`config.mk`:
```
export PLATFORM = sky130hd
export DESIGN_NAME = composite_key_hash
export DESIGN_NICKNAME = d
export VERILOG_FILES = /design/src/sv/ckh_pkg.sv /design/src/sv/ckh_mul64.sv /design/src/sv/ckh_datapath.sv /design/src/sv/ckh_ctrl.sv /design/src/sv/composite_key_hash.sv
export SDC_FILE = /design/constraint.sdc
export NUM_CORES = 2
export LEC_CHECK = 0
export ABC_AREA = 1
export BUFFER_PORTS_ARGS = -buffer_cell sky130_fd_sc_hd__buf_4
export CAP_MARGIN = 20
export CORE_ASPECT_RATIO = 2
export CORE_MARGIN = 2
export CORE_UTILIZATION = 35
export CTS_BUF_LIST = sky130_fd_sc_hd__clkbuf_4 sky130_fd_sc_hd__clkbuf_8 sky130_fd_sc_hd__clkbuf_16
export DETAILED_ROUTE_END_ITERATION = 16
export SYNTH_ARGS = -nofsm -noshare
export SYNTH_HDL_FRONTEND = slang
export SYNTH_SLANG_ARGS = --single-unit
```
`constraint.sdc`:
```
create_clock -name clk -period 21.8 [get_ports clk]
set_input_delay 4.36 -clock clk [delete_from_list [all_inputs] [get_ports clk]]
set_output_delay 4.36 -clock clk [all_outputs]
set_load 0.01 [all_outputs]
```
`src/sv/ckh_pkg.sv`:
```
// ----------------------------------------------------------------------------
// ckh_pkg: shared types and constants of the composite key hash
// Hash constants, component kind codes, multiplier operation codes, the
// controller state type and the command and status bundles between the
// controller and the datapath.
// ----------------------------------------------------------------------------
package ckh_pkg;

	// Mixing and hashing constants.
	localparam logic [63:0] GOLDEN    = 64'h9e37_79b9_7f4a_7c15;
	localparam logic [63:0] SM_MUL1   = 64'hbf58_476d_1ce4_e5b9;
	localparam logic [63:0] SM_MUL2   = 64'h94d0_49bb_1331_11eb;
	localparam logic [63:0] FNV_BASIS = 64'd1469598103934665603;
	localparam logic [63:0] FNV_PRIME = 64'd1099511628211;
	localparam logic [63:0] NA_MARK   = 64'hD1B5_4A32_D192_ED03;
	localparam logic [63:0] ROW_SEED  = 64'h726F_626F_746F_726F;

	// Per-kind tags.
	localparam logic [63:0] TAG_I = 64'h9ae1_6a3b_2f90_404f;
	localparam logic [63:0] TAG_R = 64'hc949_d7c7_509e_6557;
	localparam logic [63:0] TAG_S = 64'h8a5c_d789_635d_2dff;
	localparam logic [63:0] TAG_L = 64'h85eb_ca6b_27d4_eb4f;
	localparam logic [63:0] TAG_F = 64'h4cf5_ad43_2745_937f;
	localparam logic [63:0] TAG_D = 64'h94d0_49bb_1331_11eb;
	localparam logic [63:0] TAG_T = 64'hbf58_476d_1ce4_e5b9;

	// Double canonicalization masks.
	localparam logic [63:0] DBL_EXP_MASK  = 64'h7FF0_0000_0000_0000;
	localparam logic [63:0] DBL_MANT_MASK = 64'h000F_FFFF_FFFF_FFFF;
	localparam logic [63:0] DBL_NEG_ZERO  = 64'h8000_0000_0000_0000;

	// Logical codes.
	localparam logic [63:0] LGL_FALSE = 64'd0;
	localparam logic [63:0] LGL_TRUE  = 64'd1;
	localparam logic [63:0] LGL_NA    = 64'd2;

	// Component kinds.
	typedef enum logic [2:0] {
		KIND_INT      = 3'd0,
		KIND_LGL      = 3'd1,
		KIND_DBL      = 3'd2,
		KIND_DATE     = 3'd3,
		KIND_DATETIME = 3'd4,
		KIND_STR      = 3'd5,
		KIND_FACTOR   = 3'd6
	} kind_t;

	// Operations of the shared multiplier.
	typedef enum logic [2:0] {
		MOP_FNV = 3'd0,
		MOP_SM1 = 3'd1,
		MOP_SM2 = 3'd2,
		MOP_TAG = 3'd3,
		MOP_ACC = 3'd4
	} mop_t;

	// Controller states.
	typedef enum logic [3:0] {
		S_IDLE,
		S_DEC,
		S_FNV,
		S_FNV_W,
		S_LOAD,
		S_SM1,
		S_SM1_W,
		S_SM2,
		S_SM2_W,
		S_SMX,
		S_TAG,
		S_TAG_W,
		S_ACC,
		S_ACC_W,
		S_ROW,
		S_EMIT
	} state_t;

	// Commands from the controller to the datapath.
	typedef struct packed {
		logic capture;
		logic load;
		logic mul_start;
		mop_t mop;
		logic smx;
		logic row_load;
		logic emit;
	} ckh_cmd_t;

	// Status from the datapath to the controller.
	typedef struct packed {
		logic fnv;
		logic have;
		logic need_sm;
		logic row_end;
		logic mul_done;
		logic out_full;
	} ckh_sts_t;

endpackage

```
`src/sv/ckh_mul64.sv`:
```
// ----------------------------------------------------------------------------
// ckh_mul64: serial 64 by 64 multiplier, low 64 bits of the product
// One 32x32 multiplier is used in turn: low by low, then the two
// cross products, whose low halves are added into the upper word.
// ----------------------------------------------------------------------------
module ckh_mul64 import ckh_pkg::*; (
	input  logic        clk,
	input  logic        arst_n,
	input  logic        start,
	input  logic [63:0] a,
	input  logic [63:0] b,
	output logic        done,
	output logic [63:0] p
);

	localparam logic [1:0] STEP_LO   = 2'd0;
	localparam logic [1:0] STEP_LAST = 2'd2;

	logic [63:0] a_q;
	logic [63:0] b_q;
	logic [63:0] p_q;
	logic [1:0]  step_q;
	logic        run_q;
	logic [31:0] ma;
	logic [31:0] mb;
	logic [63:0] prod;
	logic [63:0] p_sum;

	// Select the partial product for this step.
	always_comb begin
		case (step_q)
			STEP_LO: begin
				ma = a_q[31:0];
				mb = b_q[31:0];
			end
			2'd1: begin
				ma = a_q[31:0];
				mb = b_q[63:32];
			end
			default: begin
				ma = a_q[63:32];
				mb = b_q[31:0];
			end
		endcase
	end

	assign prod  = {32'd0, ma} * {32'd0, mb};
	assign p_sum = (step_q == STEP_LO) ? prod
		: {p_q[63:32] + prod[31:0], p_q[31:0]};

	assign done = run_q && (step_q == STEP_LAST);
	assign p    = p_sum;

	// Step control.
	always_ff @(posedge clk or negedge arst_n) begin
		if (!arst_n) begin
			run_q  <= 1'b0;
			step_q <= STEP_LO;
		end else if (start) begin
			run_q  <= 1'b1;
			step_q <= STEP_LO;
		end else if (run_q) begin
			if (step_q == STEP_LAST) begin
				run_q <= 1'b0;
			end else begin
				step_q <= step_q + 2'd1;
			end
		end
	end

	// Operand and partial sum registers.
	always_ff @(posedge clk) begin
		if (start) begin
			a_q <= a;
			b_q <= b;
		end else if (run_q) begin
			p_q <= p_sum;
		end
	end

endmodule

```
`src/sv/ckh_datapath.sv`:
```
// ----------------------------------------------------------------------------
// ckh_datapath: registers and operand logic of the composite key hash
// Holds the captured transaction, the working word, the row and string
// accumulators and the output register, and feeds the shared multiplier.
// ----------------------------------------------------------------------------
module ckh_datapath import ckh_pkg::*; (
	input  logic        clk,
	input  logic        arst_n,
	input  ckh_cmd_t    cmd,
	output ckh_sts_t    sts,
	input  logic [2:0]  kind,
	input  logic        missing,
	input  logic [63:0] value,
	input  logic        byte_present,
	input  logic        value_end,
	input  logic        row_end,
	output logic        out_valid,
	input  logic        out_ready,
	output logic [31:0] hash_out
);

	kind_t       kind_q;
	logic        missing_q;
	logic [63:0] value_q;
	logic        bp_q;
	logic        ve_q;
	logic        re_q;
	logic [63:0] w_q;
	logic [63:0] acc_q;
	logic [63:0] str_q;
	logic [31:0] hash_q;
	logic        out_valid_q;
	mop_t        dest_q;

	logic        str_kind;
	logic        dbl_kind;
	logic        have;
	logic        plain_na;
	logic [63:0] canon;
	logic [63:0] src;
	logic [63:0] tag;
	logic [63:0] w_rot;
	logic [63:0] sm_add;
	logic [63:0] mul_a;
	logic [63:0] mul_b;
	logic        mul_done;
	logic [63:0] mul_p;

	// Decode of the captured transaction.
	assign str_kind = (kind_q == KIND_STR) || (kind_q == KIND_FACTOR);
	assign dbl_kind = (kind_q == KIND_DBL) || (kind_q == KIND_DATE)
		|| (kind_q == KIND_DATETIME);
	assign have = (kind_q == KIND_INT) || (kind_q == KIND_LGL) || dbl_kind
		|| (str_kind && (missing_q || ve_q || re_q));
	assign plain_na = missing_q && ((kind_q == KIND_INT) || str_kind);

	// Canonical double: missing and NaN map to the marker, -0.0 to +0.0.
	always_comb begin
		if (missing_q || (((value_q & DBL_EXP_MASK) == DBL_EXP_MASK)
			&& ((value_q & DBL_MANT_MASK) != 64'd0))) begin
			canon = NA_MARK;
		end else if (value_q == DBL_NEG_ZERO) begin
			canon = 64'd0;
		end else begin
			canon = value_q;
		end
	end

	// Component source word and tag by kind.
	always_comb begin
		case (kind_q)
			KIND_INT: begin
				src = missing_q ? NA_MARK : {32'd0, value_q[31:0]};
				tag = TAG_I;
			end
			KIND_LGL: begin
				src = missing_q ? LGL_NA : ((value_q != 64'd0) ? LGL_TRUE : LGL_FALSE);
				tag = TAG_L;
			end
			KIND_DBL: begin
				src = canon;
				tag = TAG_R;
			end
			KIND_DATE: begin
				src = canon;
				tag = TAG_D;
			end
			KIND_DATETIME: begin
				src = canon;
				tag = TAG_T;
			end
			KIND_STR: begin
				src = missing_q ? NA_MARK : str_q;
				tag = TAG_S;
			end
			KIND_FACTOR: begin
				src = missing_q ? NA_MARK : str_q;
				tag = TAG_F;
			end
			default: begin
				src = 64'd0;
				tag = TAG_I;
			end
		endcase
	end

	// Multiplier operands.
	assign w_rot  = {w_q[40:0], w_q[63:41]};
	assign sm_add = w_q + GOLDEN;

	always_comb begin
		case (cmd.mop)
			MOP_FNV: begin
				mul_a = str_q ^ {56'd0, value_q[7:0]};
				mul_b = FNV_PRIME;
			end
			MOP_SM1: begin
				mul_a = sm_add ^ (sm_add >> 30);
				mul_b = SM_MUL1;
			end
			MOP_SM2: begin
				mul_a = w_q ^ (w_q >> 27);
				mul_b = SM_MUL2;
			end
			MOP_TAG: begin
				mul_a = tag ^ w_rot;
				mul_b = GOLDEN;
			end
			MOP_ACC: begin
				mul_a = acc_q ^ w_rot;
				mul_b = GOLDEN;
			end
			default: begin
				mul_a = w_q;
				mul_b = GOLDEN;
			end
		endcase
	end

	ckh_mul64 u_mul (
		.clk    (clk),
		.arst_n (arst_n),
		.start  (cmd.mul_start),
		.a      (mul_a),
		.b      (mul_b),
		.done   (mul_done),
		.p      (mul_p)
	);

	// Status toward the controller.
	assign sts.fnv      = str_kind && !missing_q && bp_q;
	assign sts.have     = have;
	assign sts.need_sm  = have && !plain_na;
	assign sts.row_end  = re_q;
	assign sts.mul_done = mul_done;
	assign sts.out_full = out_valid_q && !out_ready;

	// Captured transaction fields.
	always_ff @(posedge clk) begin
		if (cmd.capture) begin
			kind_q    <= kind_t'(kind);
			missing_q <= missing;
			value_q   <= value;
			bp_q      <= byte_present;
			ve_q      <= value_end;
			re_q      <= row_end;
		end
		if (cmd.mul_start) begin
			dest_q <= cmd.mop;
		end
	end

	// Working word.
	always_ff @(posedge clk) begin
		if (cmd.load) begin
			w_q <= src;
		end else if (cmd.row_load) begin
			w_q <= acc_q;
		end else if (cmd.smx) begin
			w_q <= w_q ^ (w_q >> 31);
		end else if (mul_done && (dest_q != MOP_FNV) && (dest_q != MOP_ACC)) begin
			w_q <= mul_p;
		end
	end

	// Row and string accumulators.
	always_ff @(posedge clk or negedge arst_n) begin
		if (!arst_n) begin
			acc_q <= ROW_SEED;
			str_q <= FNV_BASIS;
		end else begin
			if (cmd.row_load) begin
				acc_q <= ROW_SEED;
				str_q <= FNV_BASIS;
			end else if (cmd.load && str_kind && have) begin
				str_q <= FNV_BASIS;
			end else if (mul_done && (dest_q == MOP_FNV)) begin
				str_q <= mul_p;
			end else if (mul_done && (dest_q == MOP_ACC)) begin
				acc_q <= mul_p;
			end
		end
	end

	// Output register.
	always_ff @(posedge clk or negedge arst_n) begin
		if (!arst_n) begin
			out_valid_q <= 1'b0;
		end else if (cmd.emit) begin
			out_valid_q <= 1'b1;
		end else if (out_ready) begin
			out_valid_q <= 1'b0;
		end
	end

	always_ff @(posedge clk) begin
		if (cmd.emit) begin
			hash_q <= w_q[63:32] ^ w_q[31:0];
		end
	end

	assign out_valid = out_valid_q;
	assign hash_out  = hash_q;

endmodule

```
`src/sv/ckh_ctrl.sv`:
```
// ----------------------------------------------------------------------------
// ckh_ctrl: sequencing controller of the composite key hash
// Steps each transaction through the FNV update, splitmix rounds, tag fold
// and row fold, and the row finalizer, issuing one multiply at a time.
// ----------------------------------------------------------------------------
module ckh_ctrl import ckh_pkg::*; (
	input  logic     clk,
	input  logic     arst_n,
	input  logic     in_valid,
	output logic     in_ready,
	output ckh_cmd_t cmd,
	input  ckh_sts_t sts
);

	state_t state_q;
	state_t state_d;
	logic   row_phase_q;
	logic   row_phase_d;

	// State register.
	always_ff @(posedge clk or negedge arst_n) begin
		if (!arst_n) begin
			state_q     <= S_IDLE;
			row_phase_q <= 1'b0;
		end else begin
			state_q     <= state_d;
			row_phase_q <= row_phase_d;
		end
	end

	// Next state and commands.
	always_comb begin
		state_d       = state_q;
		row_phase_d   = row_phase_q;
		in_ready      = 1'b0;
		cmd.capture   = 1'b0;
		cmd.load      = 1'b0;
		cmd.mul_start = 1'b0;
		cmd.mop       = MOP_SM1;
		cmd.smx       = 1'b0;
		cmd.row_load  = 1'b0;
		cmd.emit      = 1'b0;
		unique case (state_q)
			S_IDLE: begin
				in_ready    = 1'b1;
				cmd.capture = in_valid;
				if (in_valid) begin
					state_d = S_DEC;
				end
			end
			S_DEC: begin
				state_d = sts.fnv ? S_FNV : S_LOAD;
			end
			S_FNV: begin
				cmd.mul_start = 1'b1;
				cmd.mop       = MOP_FNV;
				state_d       = S_FNV_W;
			end
			S_FNV_W: begin
				cmd.mop = MOP_FNV;
				if (sts.mul_done) begin
					state_d = S_LOAD;
				end
			end
			S_LOAD: begin
				cmd.load = 1'b1;
				if (!sts.have) begin
					state_d = sts.row_end ? S_ROW : S_IDLE;
				end else begin
					state_d = sts.need_sm ? S_SM1 : S_TAG;
				end
			end
			S_SM1: begin
				cmd.mul_start = 1'b1;
				cmd.mop       = MOP_SM1;
				state_d       = S_SM1_W;
			end
			S_SM1_W: begin
				cmd.mop = MOP_SM1;
				if (sts.mul_done) begin
					state_d = S_SM2;
				end
			end
			S_SM2: begin
				cmd.mul_start = 1'b1;
				cmd.mop       = MOP_SM2;
				state_d       = S_SM2_W;
			end
			S_SM2_W: begin
				cmd.mop = MOP_SM2;
				if (sts.mul_done) begin
					state_d = S_SMX;
				end
			end
			S_SMX: begin
				cmd.smx = 1'b1;
				state_d = row_phase_q ? S_EMIT : S_TAG;
			end
			S_TAG: begin
				cmd.mul_start = 1'b1;
				cmd.mop       = MOP_TAG;
				state_d       = S_TAG_W;
			end
			S_TAG_W: begin
				cmd.mop = MOP_TAG;
				if (sts.mul_done) begin
					state_d = S_ACC;
				end
			end
			S_ACC: begin
				cmd.mul_start = 1'b1;
				cmd.mop       = MOP_ACC;
				state_d       = S_ACC_W;
			end
			S_ACC_W: begin
				cmd.mop = MOP_ACC;
				if (sts.mul_done) begin
					state_d = sts.row_end ? S_ROW : S_IDLE;
				end
			end
			S_ROW: begin
				cmd.row_load = 1'b1;
				row_phase_d  = 1'b1;
				state_d      = S_SM1;
			end
			S_EMIT: begin
				if (!sts.out_full) begin
					cmd.emit    = 1'b1;
					row_phase_d = 1'b0;
					state_d     = S_IDLE;
				end
			end
			default: begin
				state_d = S_IDLE;
			end
		endcase
	end

`ifndef SYNTHESIS
	// A result is written only when the output register has room.
	a_emit_room: assert property (@(posedge clk) disable iff (!arst_n)
		cmd.emit |-> !sts.out_full)
		else $error("row hash written over a result not yet taken");

	// Multiplier completions arrive only while a multiply is awaited.
	a_mul_expected: assert property (@(posedge clk) disable iff (!arst_n)
		sts.mul_done |-> (state_q == S_FNV_W || state_q == S_SM1_W
			|| state_q == S_SM2_W || state_q == S_TAG_W || state_q == S_ACC_W))
		else $error("multiplier completion outside a wait state");

	// No new transaction is taken while a row finalization is open.
	a_idle_no_row: assert property (@(posedge clk) disable iff (!arst_n)
		in_ready |-> !row_phase_q)
		else $error("input ready during row finalization");

	// After a result is written the block is ready for the next row.
	a_emit_idle: assert property (@(posedge clk) disable iff (!arst_n)
		cmd.emit |=> in_ready)
		else $error("controller not idle after emitting a row hash");
`endif

endmodule

```
`src/sv/composite_key_hash.sv`:
```
// Each 64-bit product runs on the single shared 32x32 multiplier, and up to seven
// products are chained per transaction; a new transaction is taken only when the
// last one is through. The output register lets the next row run ahead.
// Reset: arst_n clears control and loads the row seed and the FNV offset basis.
// ----------------------------------------------------------------------------
// composite_key_hash: composite key row hash, top level
// Folds integer, logical, double, date, datetime, string and factor
// components of a row into a seeded accumulator and emits a 32-bit hash.
// ----------------------------------------------------------------------------
module composite_key_hash import ckh_pkg::*; (
	input  logic        clk,
	input  logic        arst_n,
	input  logic        in_valid,
	output logic        in_ready,
	input  logic [2:0]  kind,
	input  logic        missing,
	input  logic [63:0] value,
	input  logic        byte_present,
	input  logic        value_end,
	input  logic        row_end,
	output logic        out_valid,
	input  logic        out_ready,
	output logic [31:0] hash_out
);

	ckh_cmd_t cmd;
	ckh_sts_t sts;

	// Sequencing controller.
	ckh_ctrl u_ctrl (
		.clk      (clk),
		.arst_n   (arst_n),
		.in_valid (in_valid),
		.in_ready (in_ready),
		.cmd      (cmd),
		.sts      (sts)
	);

	// Hash datapath.
	ckh_datapath u_dp (
		.clk          (clk),
		.arst_n       (arst_n),
		.cmd          (cmd),
		.sts          (sts),
		.kind         (kind),
		.missing      (missing),
		.value        (value),
		.byte_present (byte_present),
		.value_end    (value_end),
		.row_end      (row_end),
		.out_valid    (out_valid),
		.out_ready    (out_ready),
		.hash_out     (hash_out)
	);

endmodule

```
==> report_table.html <==
<table>
<tr><th>Metric</th><th>Value</th></tr>
<tr><th colspan="2">Status</th></tr>
<tr><td>Outcome</td><td>finished clean</td></tr>
<tr><th colspan="2">Setup path</th></tr>
<tr><td>Register-to-Register Path Depth</td><td>44</td></tr>
<tr><td>Maximum cell stage delay along the critical path</td><td>~970 ps</td></tr>
<tr><td>Capture point of the worst reg-to-reg path</td><td>u_dp.w_q[63]$_DFFE_PP_</td></tr>
<tr><td>Critical path arrival</td><td>about 13000 ps</td></tr>
<tr><td>Critical Path End Type</td><td>flip-flop</td></tr>
<tr><td>Launch point of the worst reg-to-reg path</td><td>u_dp.u_mul.step_q[1]$_DFFE_PN0P_</td></tr>
<tr><td>Timing startpoint of the critical path</td><td>u_dp.u_mul.step_q[1]$_DFFE_PN0P_</td></tr>
<tr><td>Required time worst endpoint</td><td>approximately 22000 ps</td></tr>
<tr><td>Largest driver fanout on the critical path</td><td>between 60 and 70</td></tr>
<tr><td>Startpoint kind of the worst setup timing path</td><td>flip-flop</td></tr>
<tr><td>Internal reg-to-reg setup slack</td><td>approximately 9000 ps</td></tr>
<tr><td>CP endpoint</td><td>u_dp.w_q[63]$_DFFE_PP_</td></tr>
<tr><td>CP dominant cell by count</td><td>inv_1</td></tr>
<tr><td>Slowest cell on the critical path</td><td>o21ai_1</td></tr>
<tr><td>Path type of the worst setup path</td><td>reg2reg</td></tr>
<tr><th colspan="2">Yosys</th></tr>
<tr><td>Net Count, Synth</td><td>a little over 9k</td></tr>
<tr><td>Count of flip-flops with a built-in enable after synthesis</td><td>between 300 and 400</td></tr>
<tr><td>Most area-consuming cells after synthesis</td><td>fa_1, edfxtp_1, nand2_1</td></tr>
<tr><td>Syn Inst Count</td><td>around 8k</td></tr>
<tr><td>Top-area cell type share of the netlist area</td><td>28.8%</td></tr>
<tr><td>Dominant cell type by area after synthesis</td><td>fa_1</td></tr>
<tr><td>Mean area per synthesized cell</td><td>7.81 sq um</td></tr>
<tr><td>Synth warnings</td><td>0</td></tr>
<tr><td>Dominant cell by count in the synthesized netlist</td><td>nand2_1</td></tr>
<tr><td>Post-synthesis instance area</td><td>0.0624 sq mm</td></tr>
<tr><td>Async set-or-reset flop fraction in the synthesized netlist</td><td>30.8%</td></tr>
<tr><td>#FFs+latches synth</td><td>445</td></tr>
<tr><td>Post-synthesis sequential area ratio</td><td>between 20% and 30%</td></tr>
<tr><td>Number of distinct library cells after synthesis</td><td>69</td></tr>
<tr><td>Ranking of synthesized cells by instance count</td><td>nand2_1, inv_1, fa_1</td></tr>
<tr><td>Post-synth top flop</td><td>edfxtp_1</td></tr>
<tr><th colspan="2">GRT</th></tr>
<tr><td>Number of global-route vias before repair</td><td>about 64k</td></tr>
<tr><td>Aggregate global-route resource usage</td><td>a little under half</td></tr>
<tr><td>Global-route congestion overflow total</td><td>0</td></tr>
<tr><td>Initial antenna violation count</td><td>38</td></tr>
<tr><td>Maximum number of pins on one net before global-route repair</td><td>a little under 90</td></tr>
<tr><td>Global-route wire length before repair</td><td>between 500000 and 600000 um</td></tr>
<tr><th colspan="2">Drt</th></tr>
<tr><td>Antenna Violating Nets Remaining</td><td>0</td></tr>
<tr><td>Detailed-routing iteration count for the pre-antenna-repair pass</td><td>9</td></tr>
<tr><td>WL/cell</td><td>between 30 and 40 um</td></tr>
<tr><td>Number of violations reported at the end of detailed-routing iteration 0</td><td>6742</td></tr>
<tr><td>Total Routed Length</td><td>between 400000 and 500000 um</td></tr>
<tr><td>Per-cell via count in the routed design</td><td>around 5.9</td></tr>
<tr><td>Post-route DRC</td><td>0</td></tr>
<tr><td>Routed vias</td><td>around 62k</td></tr>
<tr><th colspan="2">STA</th></tr>
<tr><td>Final Hold Slack</td><td>501 ps</td></tr>
<tr><td>Number of pins exceeding their max-slew limit in the final report</td><td>0</td></tr>
<tr><td>Setup_tns</td><td>0 ps</td></tr>
<tr><td>Max Clk Rate</td><td>78.0 MHz</td></tr>
<tr><td>RSZ-0062 raised after global routing</td><td>false</td></tr>
<tr><td>Final cycle utilization of the critical path</td><td>around three fifths</td></tr>
<tr><td>Relative slew slack</td><td>1.18%</td></tr>
<tr><td>Transition time at the pin with the least slew margin</td><td>1480 ps</td></tr>
<tr><td>Final count of hold timing violations</td><td>0</td></tr>
<tr><td>Number of endpoints failing setup at the final stage</td><td>0</td></tr>
<tr><td>Time the final worst path needs with I/O delays and setup</td><td>roughly 13000 ps</td></tr>
<tr><td>Post-Route Skew</td><td>between 50 and 60 ps</td></tr>
<tr><th colspan="2">Cells and area</th></tr>
<tr><td>Core occupancy in the finished layout</td><td>between 30% and 40%</td></tr>
<tr><td>Total number of nets in the final design</td><td>roughly 9.3k</td></tr>
<tr><td>Area growth from synthesis to layout</td><td>9.20%</td></tr>
<tr><td>Fraction of layout instances using a drive strength above 1</td><td>8.28%</td></tr>
<tr><th colspan="2">Clock tree</th></tr>
<tr><td>Clock latency reported for the late side of the worst-skew pair</td><td>670 ps</td></tr>
<tr><td>Cell at the root of the clock tree</td><td>clkbuf_16</td></tr>
<tr><td>CTS Buf Count</td><td>42</td></tr>
<tr><td>TritonCTS clock tree</td><td>built</td></tr>
<tr><td>Max Root-Sink Buffers</td><td>3</td></tr>
<tr><td>CTS Hold Buffers Added</td><td>0</td></tr>
<tr><td>Worst-path clk slew</td><td>around 80 ps</td></tr>
<tr><td>Quantity of gates resized following cts</td><td>0</td></tr>
<tr><td>Number of levels in the clock H-tree</td><td>2</td></tr>
<tr><td>Post-CTS setup-driven buffer insertion count</td><td>0</td></tr>
<tr><td>Clock net sink count</td><td>between 400 and 500</td></tr>
<tr><th colspan="2">Die</th></tr>
<tr><td>Row count</td><td>approximately 220</td></tr>
<tr><td>Width of the die</td><td>303 um</td></tr>
<tr><td>Die H</td><td>roughly 600 um</td></tr>
<tr><td>Die footprint</td><td>around 0.18 sq mm</td></tr>
<tr><td>Starting density of the core</td><td>35.1%</td></tr>
<tr><td>Area of the core</td><td>approximately 0.18 sq mm</td></tr>
<tr><td>Number of ports placed on the die boundary</td><td>109</td></tr>
<tr><th colspan="2">Worst hold path</th></tr>
<tr><td>Min-Delay Path Class</td><td>reg2reg</td></tr>
<tr><th colspan="2">Placement</th></tr>
<tr><td>Final weighted congestion in routability-driven placement</td><td>1.13</td></tr>
<tr><td>HPWL after DPL</td><td>324000 um</td></tr>
<tr><td>Port Buffers</td><td>108</td></tr>
<tr><th colspan="2">Flow run</th></tr>
<tr><td>Number of max-capacitance violations reported</td><td>0</td></tr>
</table>
==> cells by family after synthesis <==
group           count (synthesis)  synth area share [%]
mux                             2                0.0321
buf+inv                      1963                  12.2
flops                         445                  20.5
xor+xnor                      131                  1.84
fa+ha+maj                    1201                  34.9
simple gates                 3335                  22.0
compound gates                916                  8.55
==> layout make-up <==
cell class	instances	area [sq um]
antenna	28	70.1
timing repair buffer	331	2630
clock inverter	29	329
clock buffer	49	1120
inverter	1632	6130
multi-input combinational	5585	42200
sequential	445	12800
fill	18877	109000
tap	2320	2900
==> state kept, by name (all words and copies together), names as in the netlist, 2 cells and up <==
name / cells
u_dp.acc_q: 64
u_dp.str_q: 64
u_dp.u_mul.a_q: 64
u_dp.u_mul.p_q: 64
u_dp.value_q: 64
u_dp.w_q: 64
u_dp.hash_out: 32
u_dp.u_mul.b_q: 10
u_ctrl.state_q: 4
u_dp.dest_q: 3
u_dp.kind_q: 3
u_dp.u_mul.step_q: 2
==> metrics by stage <==
| stage | instances | instance area [sq um] | worst slack, ps |
|---|---|---|---|
| after detailed placement | 10300 | 66400 | 9510 |
| final | 10419 | 68100 | 8970 |
| after floorplan | 7993 | 62400 | 13130 |
| after CTS | 10378 | 67800 | 9420 |
| after global placement | 10292 | 66300 | 8990 |
| after global routing | 10397 | 68100 | 8670 |
==> placed cells by master (no fill, tap or decap), types with 26 or more instances in the layout <==
cell	count
ha_1	303
nor2_2	32
diode_2	28
o211ai_1	30
nor3_1	41
o22ai_1	48
nand2_1	1922
inv_2	33
a21oi_1	281
o21ai_0	282
dfrtp_1	70
o21bai_1	26
xor2_1	105
a32oi_1	28
inv_1	1586
a22oi_1	30
dfstp_2	67
clkbuf_16	42
fa_1	897
nand4_1	39
edfxtp_1	308
buf_4	317
o21ai_1	68
nand3_1	381
nor2_1	786
or2_2	27
==> worst min path at each step <==
| stage | start | endpoint | slack [ps] | cells after the start |
|---|---|---|---|---|
| after floorplan | u_dp.acc_q[63]$_DFFE_PN0P_ | u_dp.acc_q[63]$_DFFE_PN0P_ | 450 | 2 |
| after global placement | u_dp.acc_q[44]$_DFFE_PN0P_ | u_dp.acc_q[44]$_DFFE_PN0P_ | 480 | 2 |
| after detailed placement | u_dp.acc_q[63]$_DFFE_PN0P_ | u_dp.acc_q[63]$_DFFE_PN0P_ | 470 | 2 |
| after CTS | u_dp.acc_q[63]$_DFFE_PN0P_ | u_dp.acc_q[63]$_DFFE_PN0P_ | 490 | 2 |
| after global routing | u_dp.acc_q[5]$_DFFE_PN1P_ | u_dp.acc_q[5]$_DFFE_PN1P_ | 530 | 2 |
| final | u_dp.acc_q[63]$_DFFE_PN0P_ | u_dp.acc_q[63]$_DFFE_PN0P_ | 500 | 2 |
==> critical path: cells and delay by family (launching register included) <==
family	cells	cell delay (ps)
adders and majority gates	11	5540
and+or+nand+nor	16	2490
buffers and inverters	14	2220
AOI/OAI and AO/OA	3	1790
DFF	1	390
==> metal layers <==
metal / GRT usage, % / routed length [um] / up-vias
li1: - / - / 24599
met1: 38.6 / 111000 / 30241
met2: 74.6 / 194000 / 4380
met3: 14.4 / 34500 / 2336
met4: 56.8 / 67900 / 16
met5: 0.0541 / 113 / -
Power is left out: the tool's default activity adds up to more than one toggle a clock period on the data nets, which glitch-free logic cannot reach.
